$ cat src/design/gnsplit_pkg.sv
`default_nettype none

package gnsplit_pkg;

    localparam int LINE_DEPTH = 512;
    localparam int RAW_DEPTH  = 256;

    // The line counter stops at LINE_DEPTH-1, the frame counter at RAW_DEPTH.
    localparam int LINE_CNT_W = $clog2(LINE_DEPTH);
    localparam int RAW_CNT_W  = $clog2(RAW_DEPTH + 1);
    localparam int FRAME_W    = 9;
    localparam int SCAN_W     = 7;

    localparam logic [LINE_CNT_W-1:0] LINE_MAX = LINE_CNT_W'(LINE_DEPTH - 1);
    localparam logic [RAW_CNT_W-1:0]  RAW_MAX  = RAW_CNT_W'(RAW_DEPTH);
    localparam logic [SCAN_W-1:0]     SCAN_MAX = '1;
    localparam logic [SCAN_W-1:0]     SCAN_LIMIT = SCAN_W'(90);

    localparam logic [7:0] CH_DOLLAR  = 8'h24;
    localparam logic [7:0] CH_G       = 8'h47;
    localparam logic [7:0] CH_STAR    = 8'h2A;
    localparam logic [7:0] CH_NEWLINE = 8'h0A;
    localparam logic [7:0] UBX_SYNC1  = 8'hB5;
    localparam logic [7:0] UBX_SYNC2  = 8'h62;

    localparam logic EV_NMEA = 1'b0;
    localparam logic EV_UBX  = 1'b1;

    localparam logic [2:0] PH_SCAN = 3'd0;
    localparam logic [2:0] PH_HI   = 3'd1;
    localparam logic [2:0] PH_LO   = 3'd2;
    localparam logic [2:0] PH_PASS = 3'd3;
    localparam logic [2:0] PH_FAIL = 3'd4;

    // Control from the stream splitter to the sentence checker.
    typedef struct packed {
        logic                  start;
        logic                  feed;
        logic [7:0]            data;
        logic [LINE_CNT_W-1:0] pos;
    } t_chk_ctl;

    typedef struct packed {
        logic pass;
        logic prefix_good;
    } t_chk_stat;

    function automatic logic [7:0] hex_digit(input logic [3:0] nib);
        logic [7:0] r;
        if (nib < 4'd10) begin
            r = 8'h30 + {4'd0, nib};
        end else begin
            r = 8'h37 + {4'd0, nib};
        end
        return r;
    endfunction

    // Expected characters at line positions two to four: "NRM".
    function automatic logic [7:0] prefix_char(input logic [1:0] idx);
        logic [7:0] r;
        case (idx)
            2'd0:    r = 8'h4E;
            2'd1:    r = 8'h52;
            default: r = 8'h4D;
        endcase
        return r;
    endfunction

endpackage

`default_nettype wire

$ cat src/design/gnss_nmea_ubx_stream_splitter.sv
`default_nettype none

// Channel   Dir  tdata (low bit up)                               tuser
// s_axis    in   [7:0] rx_byte                                    [0] rx_error
// m_axis    out  [8:0] frame_length, [9] checksum_ok,             [0] event_kind
//                [10] rmc_prefix, [15:11] zero
//
// One byte per cycle while the result side is not stalled: a byte waits in the
// input register, and the split and check logic runs as it moves on, loading the
// result register. A result is registered as its byte leaves the input register.
// Reset is synchronous and active low; it clears all counters and the checker.
// A stalled result only holds up the input side when the input register is
// also full; bytes flagged rx_error are taken and dropped.

module gnss_nmea_ubx_stream_splitter (
    input  wire         i_clk,
    input  wire         i_rst_n,
    input  wire         i_s_axis_tvalid,
    output logic        o_s_axis_tready,
    input  wire  [7:0]  i_s_axis_tdata,   // [7:0] rx_byte
    input  wire  [0:0]  i_s_axis_tuser,   // [0] rx_error
    output logic        o_m_axis_tvalid,
    input  wire         i_m_axis_tready,
    output logic [15:0] o_m_axis_tdata,   // [8:0] frame_length, [9] checksum_ok, [10] rmc_prefix
    output logic [0:0]  o_m_axis_tuser    // [0] event_kind
);
    import gnsplit_pkg::*;

    logic                  r_in_valid;
    logic [7:0]            r_in_byte;
    logic [7:0]            r_last;
    logic [LINE_CNT_W-1:0] r_line_count, n_line_count;
    logic [RAW_CNT_W-1:0]  r_raw_count, n_raw_count;

    logic               r_out_valid;
    logic               r_out_kind, n_out_kind;
    logic [FRAME_W-1:0] r_out_len, n_out_len;
    logic               r_out_ck, n_out_ck;
    logic               r_out_rmc, n_out_rmc;
    logic               event_fire;

    logic in_xfer, advance, proc;
    logic sync_g, sync_u, line_act, is_nl;

    t_chk_ctl  chk_ctl;
    t_chk_stat chk_stat;

    assign advance         = !r_out_valid || i_m_axis_tready;
    assign o_s_axis_tready = !r_in_valid || advance;
    assign in_xfer         = i_s_axis_tvalid && o_s_axis_tready;
    assign proc            = r_in_valid && advance;

    assign sync_g   = (r_last == CH_DOLLAR) && (r_in_byte == CH_G);
    assign sync_u   = (r_last == UBX_SYNC1) && (r_in_byte == UBX_SYNC2);
    assign line_act = (r_line_count >= LINE_CNT_W'(2));
    assign is_nl    = (r_in_byte == CH_NEWLINE);

    always_comb begin
        n_line_count  = r_line_count;
        n_raw_count   = r_raw_count;
        event_fire    = 1'b0;
        n_out_kind    = EV_NMEA;
        n_out_len     = '0;
        n_out_ck      = 1'b0;
        n_out_rmc     = 1'b0;
        chk_ctl.start = 1'b0;
        chk_ctl.feed  = 1'b0;
        chk_ctl.data  = r_in_byte;
        chk_ctl.pos   = r_line_count;
        if (sync_g || sync_u) begin
            // A new sync closes any UBX frame in progress.
            if (r_raw_count != '0) begin
                event_fire = 1'b1;
                n_out_kind = EV_UBX;
                n_out_len  = FRAME_W'(r_raw_count - RAW_CNT_W'(1));
            end
            if (sync_g) begin
                n_raw_count   = '0;
                n_line_count  = LINE_CNT_W'(2);
                chk_ctl.start = 1'b1;
            end else begin
                n_raw_count = RAW_CNT_W'(2);
            end
        end else if (line_act) begin
            if (is_nl) begin
                event_fire   = 1'b1;
                n_out_kind   = EV_NMEA;
                n_out_len    = FRAME_W'(r_line_count);
                n_out_ck     = chk_stat.pass;
                n_out_rmc    = chk_stat.prefix_good && (r_line_count >= LINE_CNT_W'(5));
                n_line_count = '0;
            end else if (r_line_count < LINE_MAX) begin
                chk_ctl.feed = 1'b1;
                n_line_count = r_line_count + LINE_CNT_W'(1);
            end
        end else if (r_raw_count >= RAW_CNT_W'(2)) begin
            if (r_raw_count < RAW_MAX) begin
                n_raw_count = r_raw_count + RAW_CNT_W'(1);
            end
        end
        if (!proc) begin
            chk_ctl.start = 1'b0;
            chk_ctl.feed  = 1'b0;
            event_fire    = 1'b0;
        end
    end

    gnsplit_nmea_chk u_chk (
        .i_clk   (i_clk),
        .i_rst_n (i_rst_n),
        .i_ctl   (chk_ctl),
        .o_stat  (chk_stat)
    );

    always_ff @(posedge i_clk) begin
        if (!i_rst_n) begin
            r_in_valid   <= 1'b0;
            r_last       <= 8'hFF;
            r_line_count <= '0;
            r_raw_count  <= '0;
            r_out_valid  <= 1'b0;
        end else begin
            if (in_xfer) begin
                r_in_valid <= !i_s_axis_tuser[0];
            end else if (proc) begin
                r_in_valid <= 1'b0;
            end
            if (proc) begin
                r_last       <= r_in_byte;
                r_line_count <= n_line_count;
                r_raw_count  <= n_raw_count;
            end
            if (event_fire) begin
                r_out_valid <= 1'b1;
            end else if (i_m_axis_tready) begin
                r_out_valid <= 1'b0;
            end
        end
    end

    always_ff @(posedge i_clk) begin
        if (in_xfer) begin
            r_in_byte <= i_s_axis_tdata;
        end
        if (event_fire) begin
            r_out_kind <= n_out_kind;
            r_out_len  <= n_out_len;
            r_out_ck   <= n_out_ck;
            r_out_rmc  <= n_out_rmc;
        end
    end

    assign o_m_axis_tvalid   = r_out_valid;
    assign o_m_axis_tuser[0] = r_out_kind;
    assign o_m_axis_tdata    = {5'd0, r_out_rmc, r_out_ck, r_out_len};

    a_line_never_one: assert property (@(posedge i_clk) disable iff (!i_rst_n)
        r_line_count != LINE_CNT_W'(1))
        else $error("line counter holds a partial sync");

    a_raw_never_one: assert property (@(posedge i_clk) disable iff (!i_rst_n)
        r_raw_count != RAW_CNT_W'(1) && r_raw_count <= RAW_MAX)
        else $error("frame counter out of range");

    a_ubx_flags_zero: assert property (@(posedge i_clk) disable iff (!i_rst_n)
        r_out_valid && (r_out_kind == EV_UBX) |-> !r_out_ck && !r_out_rmc)
        else $error("UBX result carries NMEA flags");

    a_nmea_sync_starts_line: assert property (@(posedge i_clk) disable iff (!i_rst_n)
        proc && sync_g |=> r_line_count == LINE_CNT_W'(2) && r_raw_count == '0)
        else $error("NMEA sync did not open a line");

endmodule

`default_nettype wire

$ cat src/design/gnsplit_nmea_chk.sv
`default_nettype none

module gnsplit_nmea_chk (
    input  wire                    i_clk,
    input  wire                    i_rst_n,
    input  gnsplit_pkg::t_chk_ctl  i_ctl,
    output gnsplit_pkg::t_chk_stat o_stat
);
    import gnsplit_pkg::*;

    logic [7:0]        r_xor, n_xor;
    logic [2:0]        r_phase, n_phase;
    logic [SCAN_W-1:0] r_scan, n_scan;
    logic              r_prefix, n_prefix;
    logic [LINE_CNT_W-1:0] pos_off;

    assign pos_off = i_ctl.pos - LINE_CNT_W'(2);

    always_comb begin
        n_xor    = r_xor;
        n_phase  = r_phase;
        n_scan   = r_scan;
        n_prefix = r_prefix;
        if (i_ctl.start) begin
            n_xor    = CH_G;
            n_phase  = PH_SCAN;
            n_scan   = SCAN_W'(2);
            n_prefix = 1'b1;
        end else if (i_ctl.feed) begin
            if (i_ctl.pos >= LINE_CNT_W'(2) && i_ctl.pos <= LINE_CNT_W'(4)) begin
                if (i_ctl.data != prefix_char(pos_off[1:0])) begin
                    n_prefix = 1'b0;
                end
            end
            case (r_phase)
                PH_SCAN: begin
                    if (r_scan >= SCAN_LIMIT) begin
                        n_phase = PH_FAIL;
                    end else if (i_ctl.data == CH_STAR) begin
                        n_phase = PH_HI;
                    end else begin
                        n_xor = r_xor ^ i_ctl.data;
                    end
                    if (r_scan != SCAN_MAX) begin
                        n_scan = r_scan + SCAN_W'(1);
                    end
                end
                PH_HI: begin
                    n_phase = (i_ctl.data == hex_digit(r_xor[7:4])) ? PH_LO : PH_FAIL;
                end
                PH_LO: begin
                    n_phase = (i_ctl.data == hex_digit(r_xor[3:0])) ? PH_PASS : PH_FAIL;
                end
                default: begin
                    n_phase = r_phase;
                end
            endcase
        end
    end

    always_ff @(posedge i_clk) begin
        if (!i_rst_n) begin
            r_xor    <= '0;
            r_phase  <= PH_SCAN;
            r_scan   <= '0;
            r_prefix <= 1'b1;
        end else begin
            r_xor    <= n_xor;
            r_phase  <= n_phase;
            r_scan   <= n_scan;
            r_prefix <= n_prefix;
        end
    end

    assign o_stat.pass        = (r_phase == PH_PASS);
    assign o_stat.prefix_good = r_prefix;

    // The high-digit wait can only be entered from the scan.
    a_hi_from_scan: assert property (@(posedge i_clk) disable iff (!i_rst_n)
        (r_phase == PH_HI) && !$past(i_ctl.start) |-> $past(r_phase) == PH_SCAN
            || $past(r_phase) == PH_HI)
        else $error("checksum digit phase entered out of order");

    a_start_init: assert property (@(posedge i_clk) disable iff (!i_rst_n)
        i_ctl.start |=> r_xor == CH_G && r_phase == PH_SCAN && r_prefix)
        else $error("sentence start did not initialize the checker");

    a_no_double: assert property (@(posedge i_clk) disable iff (!i_rst_n)
        !(i_ctl.start && i_ctl.feed))
        else $error("checker start and feed in the same cycle");

endmodule

`default_nettype wire

$ cat config.mk
export PLATFORM = sky130hd
export DESIGN_NAME = gnss_nmea_ubx_stream_splitter
export DESIGN_NICKNAME = d
export VERILOG_FILES = /design/src/design/gnsplit_pkg.sv /design/src/design/gnss_nmea_ubx_stream_splitter.sv /design/src/design/gnsplit_nmea_chk.sv
export SDC_FILE = /design/constraint.sdc
export NUM_CORES = 1
export LEC_CHECK = 0
export BUFFER_PORTS_ARGS = -buffer_cell sky130_fd_sc_hd__buf_4
export CORE_UTILIZATION = 59
export DETAILED_ROUTE_END_ITERATION = 10
export PLACE_DENSITY = 0.76
export SLEW_MARGIN = 20
export SYNTH_ARGS = -nofsm -noshare
export SYNTH_HDL_FRONTEND = slang
export SYNTH_HIERARCHICAL = 1
export SYNTH_SLANG_ARGS = --single-unit
$ cat constraint.sdc
create_clock -name i_clk -period 9.4 [get_ports i_clk]
set_clock_uncertainty 0.05 [all_clocks]
set_input_delay 1.41 -clock i_clk [delete_from_list [all_inputs] [get_ports i_clk]]
set_output_delay 1.41 -clock i_clk [all_outputs]
set_load 0.03 [all_outputs]
# Word level (Yosys, flattened, before mapping)
# Cells that the tools add are included.
# Widths: inputs -> output; s select.
op_classes:
  addsub: 9
  n_mul: 0
  div_mod_pow: 0
  n_lt_le_gt_ge: 9
  n_eq_ne: 19
  shifts: 0
  mux: 56
  bitwise_logic: 6
  reduce_logical: 35
op_table:
  columns: ["op", "count"]
  rows:
  - ["$mux 9", 13]
  - ["$mux 8", 11]
  - ["$mux 7", 5]
  - ["$add 6x4->7 const A", 4]
  - ["$add 9x1->9 const B", 2]
  - ["$ge 9x2->1 const B", 2]
  - ["$lt 9x9->1 const B", 2]
  - ["$eq 8x6->1 const B", 2]
  - ["$eq 8x7->1 const B", 2]
  - ["$eq 8x8->1", 2]
  - ["$reduce_and 4->1", 4]
  - ["$reduce_bool 2->1", 8]
  - ["$mux 1", 15]
  - ["$mux 2", 6]
  - ["$mux 3", 4]
  - ["$reduce_and 3->1", 4]
  - ["$pmux 5 s2", 1]
  - ["$ge 9x3->1 const B", 1]
  - ["$le 9x3->1 const B", 1]
  - ["$pmux 3 s3", 1]
  - ["$reduce_bool 9->1", 1]
  - ["$sub 9x1->9 const B", 1]
  - ["$eq 8x4->1 const B", 1]
  - ["$eq 8x8->1 const B", 1]
  - ["other kinds (22)", 40]
totals:
  register_bits: 67
  latchBits: 0
  ramBits: 0
  romBits: 0
  in_bits: 13
  out_inout_bits: 19
  wordCells: 150
  mem_count: 0

# Longest topological paths before layout
depth:
  depth_word: 11
  mapped_depth: 11
  ltp_nobuf: 11

# Modules after synthesis
# The synthesis kept the hierarchy.
by_module_without_submodules:
  columns: ["module", "instances", "cells_each", "area_each_um2", "seq_area_each_um2"]
  rows:
  - ["gnss_nmea_ubx_stream_splitter", 1, 269, 2448.6, 1161.1]
  - ["gnsplit_nmea_chk", 1, 178, 1430.1, 380.4]

# Least setup slack after synthesis
# Ideal clock, no wire load.
synth_timing:
  path_type: "input -> register"
  startpoint: "in i_m_axis_tready"
  endpoint: "reg u_chk.r_xor[6]"
  setup_time_ps: 115
  arrival_ps: 3618
  required_time_ps: 9235
  slack_ps: 5618
  cell_stages: 9
  n_path_buf: 0
  cell_sequence: "nand2b_1 > nand2_1 > or3_1 > nor3_1 > or4b_1 > a21oi_2 > nand3_1 > xnor2_1 > o21a_1"
synth_rtl:
  columns: ["item", "line", "text"]
  rows:
  - ["start, declared", "gnss_nmea_ubx_stream_splitter.sv:23", "input wire i_m_axis_tready,"]
  - ["end signal, assigned", "gnsplit_nmea_chk.sv:68", "r_xor <= n_xor;"]
  - ["end, declared", "gnsplit_nmea_chk.sv:11", "logic [7:0] r_xor, n_xor;"]

==> impl_results.md <==
* Tot Pwr at 0.561 mW
* Sequential area share after synthesis at 39.7%
* Row Count at 29
* Required @ worst endpoint at 9.59 ns
* Hold Fails Final Rpt at 0
* Ys flop type: dfxtp_1
* Final WS setup at 5.20 ns
* Count leader, synth: nand2_1
* H-tree depth at 3
* Share of the synthesized area in the top cell type at 24.3%
* Hold path start: r_last[2]
* Cts hold-fix bufs at 0
* RSZ-0062 raised after global routing: no
* VDD IR max at 0.109 mV
* Post-place setup slack at 4.93 ns
* Min Tclk post-route at 4.20 ns
* Slew headroom at 39.4%
* Vert. Die Dim at 83.1 um
* Top Layer Used: met4
* Final wirelength at 8470 um
* Global-route wire length before repair at 14200 um
* Status: complete, no violations
* Met2 wire len at 3880 um
* Area grow syn2layout at 9.65%
* Startpoint types: input pin
* Pleak at 1.56 nW
* Max Slew Vio Count at 0
* Synth area leaders: dfxtp_1 24%, edfxtp_1 15%, xnor2_1 5.2%
* Power share of the sequential group at 55.0%
* Sink Count at 67
* Distinct cells, synth at 63
* Layout cells sized above 1 at 10.4%
* Clock transition at the registers of the reported paths at 0.07 ns
* Clk buf depth at 2
* DR WL met3 at 496 um
* Final net count at 489
* IO Port Bufs at 26
* Slew at the pin with the worst max-slew slack at 0.905 ns
* Die Area at 6900 sq um
* Gate power share at 4.2%
* Share of flip-flops with an asynchronous set or reset at 0%
* Fill count at 536
* Cell taking the most area after synthesis: dfxtp_1
* Setup TNS at 0 ns
* Post-route ant nets at 0
* Sw Pwr at 0.123 mW
* Largest net degree at the start of global routing at 36
* Setup Fix Bufs, Post-CTS at 0
* Most frequent cells after synthesis: 48 x nand2_1, 47 x dfxtp_1, 43 x nor2_1
* Max-cap violations at 0
* CP startpoint: i_m_axis_tready
* Drt wl/cell at 15.5 um
* Via Count at 3349
* Post-CTS sizing at 0
* Max Fclk at 238 MHz
* IO Pins at 32
* Critical path arrival at 4.39 ns
* Critical Path Sink Type: flop
* Gpl congestion at 0.905
* Avg Inst Size Synth at 8.68 sq um
* CTS root buf: clkbuf_8
* Power per cell area at 132 nW/um^2
* EDFF count, synth at 20
* Initial antenna violation count at 0
* Grt total ovfl at 0
* Reg2Reg Launch Point: r_in_byte[2]
* Clk_lat worst skew at 0.35 ns
* HP Class: flop to flop
* Ys Warns at 6
* Worst setup path class: input pin to flop
* #FFs+latches synth at 67
* Initial core utilization at 61.1%
* Clock power frac at 40.8%
* Worst-path fanout max at 15
* Die width at 83.1 um
* Gr usage total at 25.7%
* DR DRC count at 0
* CTS tree: built
* Core Region at 6350 sq um
* Detailed-router iteration count before antenna repair at 5
* Cts bufs inserted at 9
* Sw Ratio at 21.9%
* Fin crit share at 44.6%
* Cells after Synth at 447
* Int Pwr at 0.438 mW
* DP HPWL at 5880 um
* Vias in the first global route at 2963
* Final setup vio count at 0
* Diode count at 0
* Starting DRT DRC Count at 295
* Post-Route M1 WL at 3920 um
* Mapped cell area at 3880 sq um
* Drt via density at 6.12
-- cells by family (layout without fill, tap and decap cells) --
group                    Yosys count  after routing  share of synthesized area (%)
adder cells (fa/ha/maj)           11             11                           3.55
AO/OA/AOI/OAI                     93             93                           17.2
AND/OR/NAND/NOR                  198            198                           27.0
XOR/XNOR                          30             30                           6.77
multiplexers                       1              1                          0.258
flip-flops                        67             67                           39.7
buffers and inverters             46             65                           5.39
other                              1              5                         0.0967
-- final timing paths --
| path | endpoint | slack (ns) | cells after the start |
|---|---|---|---|
| setup / recovery | u_chk/r_xor[2] | 5.20 | 10 |
| hold / removal | r_last[2] | 0.42 | 2 |
| setup reg to reg | u_chk/r_xor[2] | 5.84 | 9 |
| hold reg to reg | r_last[2] | 0.42 | 2 |
-- metrics by stage --
step	hold WS, ns	instances	util [%]	instance area, sq um
3_3_place_gp	0.396	531	64.0	4070
3_5_place_dp	0.407	531	64.0	4070
4_1_cts	0.421	547	67.0	4250
6_report	0.419	547	67.0	4250
5_1_grt	0.446	547	67.0	4250
2_1_floorplan	0.378	451	-	3890
-- registers in the layout, indices dropped and copies added (netlist names) --
signal / flops
r_line_count: 9
r_out_len: 9
r_raw_count: 9
r_in_byte: 8
r_last: 8
u_chk/r_xor: 8
u_chk/r_scan: 7
u_chk/r_phase: 3
o_m_axis_tuser: 1
o_m_axis_tvalid: 1
r_in_valid: 1
r_out_ck: 1
r_out_rmc: 1
u_chk/r_prefix: 1
-- per-layer routing --
metal,up-vias,global-route usage [%]
li1,1634,-
met1,1578,34.5
met2,120,40.2
met3,17,5.57
met4,0,10.8
met5,-,0
-- worst max-delay path: stages --
cell and delay [ns]:
buf_4 0.08, nand2b_1 0.11, nand2_1 0.34, or3_1 0.47, nor3_1 0.55, or4b_1 0.60
a21oi_2 0.35, nand3_1 0.14, xnor2_1 0.16, o21a_1 0.17
-- placed cells by master, fill, tap and decap left out, drive strengths merged, types with 7 or more instances in the layout --
master	instances
ha	11
nor2	43
xnor2	23
inv	22
o21ai	25
nand2	48
nand3	29
clkbuf	12
nor4	10
nor3	11
o21a	10
dfxtp	47
edfxtp	20
nand2b	9
buf	27
xor2	7
nand4	7
a21oi	19
-- power groups by stage --
| stage | sequential, mW | combinational, mW | clock, mW |
|---|---|---|---|
| after floorplan | 0.311 | 0.0198 | 0 |
| after global placement | 0.314 | 0.0226 | 0 |
| after detailed placement | 0.315 | 0.0232 | 0 |
| after CTS | 0.308 | 0.0233 | 0.232 |
| after global routing | 0.309 | 0.0258 | 0.246 |
| final | 0.308 | 0.0234 | 0.229 |
-- final cells by class --
type | count | area, sq um | share of cell area [%]
timing repair buffer | 27 | 203 | 4.77
clock inverter | 4 | 41.3 | 0.971
clock buffer | 12 | 145 | 3.41
tap | 77 | 96.3 | 2.27
sequential | 67 | 1540 | 36.2
multi-input combinational | 338 | 2140 | 50.4
inverter | 22 | 82.6 | 1.94
Power figures use the tool's default switching activity.
